--- src/rtl/core/mstd_cell.sv ---
// ----------------------------------------------------------------------------
// Window cell
// One price slot; shifts toward cell 0 or takes the new price at the tail.
// ----------------------------------------------------------------------------
module mstd_cell #(
	parameter int PW  = 24,
	parameter int AW  = 8,
	parameter int IDX = 0
) (
	input  logic          clk,
	input  logic          shift,
	input  logic [AW-1:0] tail,
	input  logic [PW-1:0] price_in,
	input  logic [PW-1:0] next_in,
	output logic [PW-1:0] value
);

	logic [PW-1:0] value_q;

	always_ff @(posedge clk) begin
		if (shift) begin
			value_q <= (tail == AW'(IDX)) ? price_in : next_in;
		end
	end

	assign value = value_q;

endmodule

--- config.mk ---
export PLATFORM = sky130hd
export DESIGN_NAME = mstd_cell
export DESIGN_NICKNAME = d
export VERILOG_FILES = /design/src/rtl/core/mstd_cell.sv
export SDC_FILE = /design/constraint.sdc
export NUM_CORES = 1
export LEC_CHECK = 0
export BUFFER_PORTS_ARGS = -buffer_cell sky130_fd_sc_hd__buf_2
export CAP_MARGIN = 0
export CORE_MARGIN = 3
export CORE_UTILIZATION = 37
export CTS_BUF_LIST = sky130_fd_sc_hd__clkbuf_8
export DETAILED_ROUTE_END_ITERATION = 10
export PLACE_DENSITY_LB_ADDON = 0.05
export SLEW_MARGIN = 20
export SYNTH_ARGS = -nofsm -noshare
export SYNTH_HDL_FRONTEND = slang
export SYNTH_SLANG_ARGS = --single-unit
--- constraint.sdc ---
create_clock -name clk -period 1.95 [get_ports clk]
set_input_delay 0.195 -clock clk [delete_from_list [all_inputs] [get_ports clk]]
set_output_delay 0.195 -clock clk [all_outputs]
set_load 0.02 [all_outputs]
# Yosys cells after proc, flatten, opt, wreduce, memory -nomap -nowiden
# Cells that the tools add are included.
# Widths: inputs -> output; s select.
[op_classes]
mux = 1
reduce_logical = 1
[ops]
columns = ["operator", "count"]
rows = [
  ["$mux 24", 1],
  ["$logic_not 8->1", 1],
]
[word_totals]
regBits = 24
input_bits = 58
out_inout_bits = 24

# Logic depth before layout (Yosys ltp)
[logic_depth]
depth_word = 2
depth_mapped = 4

# Worst setup path after synthesis
# Ideal clock, no wire load.
[synth_path]
kind = "input to register"
start = "input tail[5]"
end = "register value_q[10], in the netlist value[10], data pin"
setup_time_ns = 0.260
arrival_ns = 1.115
t_required_ns = 1.690
setup_slack_ns = 0.575
stages = 4
path_buffers = 1
cell_sequence = "nor4_1 -> nand2_1 -> buf_6 -> mux2_4"
[synth_via]
elab_chain_cells = 2
[synth_rtl]
columns = ["element", "line_no", "text"]
rows = [
  ["from (decl)", "12", "input logic [AW-1:0] tail,"],
  ["$logic_not 8->1", "22", "value_q <= (tail == AW'(IDX)) ? price_in : next_in;"],
  ["$mux 24", "22", ""],
  ["to (signal assigned)", "22", ""],
  ["to (decl)", "18", "logic [PW-1:0] value_q;"],
]
# No other way between the ends.
# A chain may end at the register's enable or synchronous reset.

# Final worst setup path
[layout_path]
start = "input tail[5]"
end = "register value_q[16], in the netlist value[16], data pin"
# Same word-level chain as after synthesis.

==> reports/results.ini <==
[status]
status=completed

[sta]
tightest_slew_ns=0.5225
period_share=0.6585
hold_ws_ns=0.2234
worst_slack_ns=0.6660
slew_violations=0
hold_violations=0
rsz0062_at_grt=no
setup_tns_ns=0
fmax_mhz=778.8
period_needed_ns=1.284
relSlewSlack=0.6516
final-setup-viol-count=0

[place]
io_buffer_count=81
place.gp.congestion=0.7042
place_inst=164
dp_slack_ns=0.3696
place_area_mm2=0.001534

[logic_synthesis]
ys_types=6
avgSynthCellArea_um2=20.85
ys.flop_type=edfxtp_1
synth-seq-area-share=0.6523
synth_top_area_cell=edfxtp_1
yosysTopAreaCellShare=0.6523
synth_area_mm2=0.001105
synth-seq-cells=24
async_flop_share=0
synthTopCellsByCount=edfxtp_1 (24), mux2_4 (20), mux2_2 (4), buf_6 (2), nor4_1 (2)
syn-num-nets=111
synth.most_common_cell=edfxtp_1
netlist_instances=53
synth_edf_count=24
synth_area_leaders=edfxtp_1 (65%), mux2_4 (27%), mux2_2 (4.1%)
yosys_warnings=0

[detailed_routing]
wirelength_um=2324
wire_per_inst_um=13.83
ant_nets=0
drt_iter0_drc=7
viasPerCell=4.649
vias=781
firstDrtPassIters=3
drc=0

[global_routing]
grt.overflow.total=0
grt_usage=0.1303
grt_max_degree=25
grt_pass1_wl_um=3436
antenna_found_initial=0
first_global_vias=792

[finish]
post-route-util=0.5723
final_area_mm2=0.001605
final_cells=168
largest_register_ffs=24
drive_above_1_share=0.8029
area_delta_synth_final_pct=45.30
fin_nets=196
antenna_cells=0

[cts]
h-tree-depth=1
numCtsBuffers=3
post_cts_buffers=0
cts_tree=yes
cts_sinks=24
cts_max_path_buffers=2
cts_resized=0
cts.clk_slew.worst_paths_ns=0.09
cts_root_buf=clkbuf_8
cts_hold_buf=0

[setup_path]
crit_type=in2reg
startpoint_type=primary input
cp_max_fo=24
worstPathCellList=buf_2 > nor4_1 > nand2_1 > buf_4 > mux2_4
critPathLaunch=tail[5]
cp_slowest_cell=mux2_4
cp_data_required_time_ns=1.97
cp-end-kind=flop
arrival_ns=1.30
critPathMaxStageDelay_ns=0.34
critPathCapture=value[16]$_DFFE_PP_

[die]
num_io_pins=82
dieArea_mm2=0.003678
die_w_um=60.65
core_mm2=0.002805
die_h_um=60.65
initial_core_util=0.3938
rows=19

[hold_path]
worstHoldPathType=in2reg
min_from=next_in[0]

[flow_run]
maxCapViolations=0

[power_and_ir_drop]
power_mw=1.246
leakagePower_nw=0.8047
power.density_mw_per_mm2=776.4
vdd_drop_max_mv=0.3325

[cells in the final DEF, fill, tap and decap left out, drive strengths merged]
| master | Yosys | final |
|---|---|---|
| bufinv | 0 | 1 |
| nand2 | 1 | 1 |
| nor4 | 2 | 2 |
| edfxtp | 24 | 24 |
| clkbuf | 0 | 3 |
| mux2 | 24 | 24 |
| buf | 2 | 82 |
[routing by layer]
metal / vias to the layer above / GRT usage / part of all wire
met5: - / 0 / 0
met4: 0 / 0.04644 / 0
met1: 360 / 0.1220 / 0.34
met3: 0 / 0.04255 / 0.086
met2: 44 / 0.2580 / 0.58
li1: 377 / - / -
[cell families (layout without fill, tap and decap cells)]
group                  count (synthesis)  in the layout  share of synthesized area
buffers and inverters                  2             86                    0.02038
flip-flops                            24             24                     0.6523
multiplexers                          24             24                     0.3126
AND/OR/NAND/NOR                        3              3                    0.01472
[worst max-delay path, delay by kind of cell]
| kind | cells | cell delay (ns) |
|---|---|---|
| AND/OR/NAND/NOR | 2 | 0.40 |
| buffers and inverters | 2 | 0.36 |
| multiplexers | 1 | 0.34 |
[power breakdown]
part           switching (mW)  internal, mW  total (mW)
Combinational          0.0967        0.0977       0.194
Sequential            0.00971         0.613       0.623
Clock                   0.155         0.274       0.429
[layout make-up]
type	count	area [um^2]
multi-input combinational	27	361.6
sequential	24	720.7
fill	234	1200
clock inverter	1	30.03
timing repair buffer	82	412.9
tap	31	38.79
clock buffer	3	41.29
[worst min-delay path by stage]
stage	to	cells past startpoint
floorplan	value[0]$_DFFE_PP_	0
finish	value[0]$_DFFE_PP_	2
detailed placement	value[19]$_DFFE_PP_	2
global route	value[6]$_DFFE_PP_	2
CTS	value[6]$_DFFE_PP_	2
global placement	value[18]$_DFFE_PP_	2
Note: power is estimated with default switching activity, not from simulation.
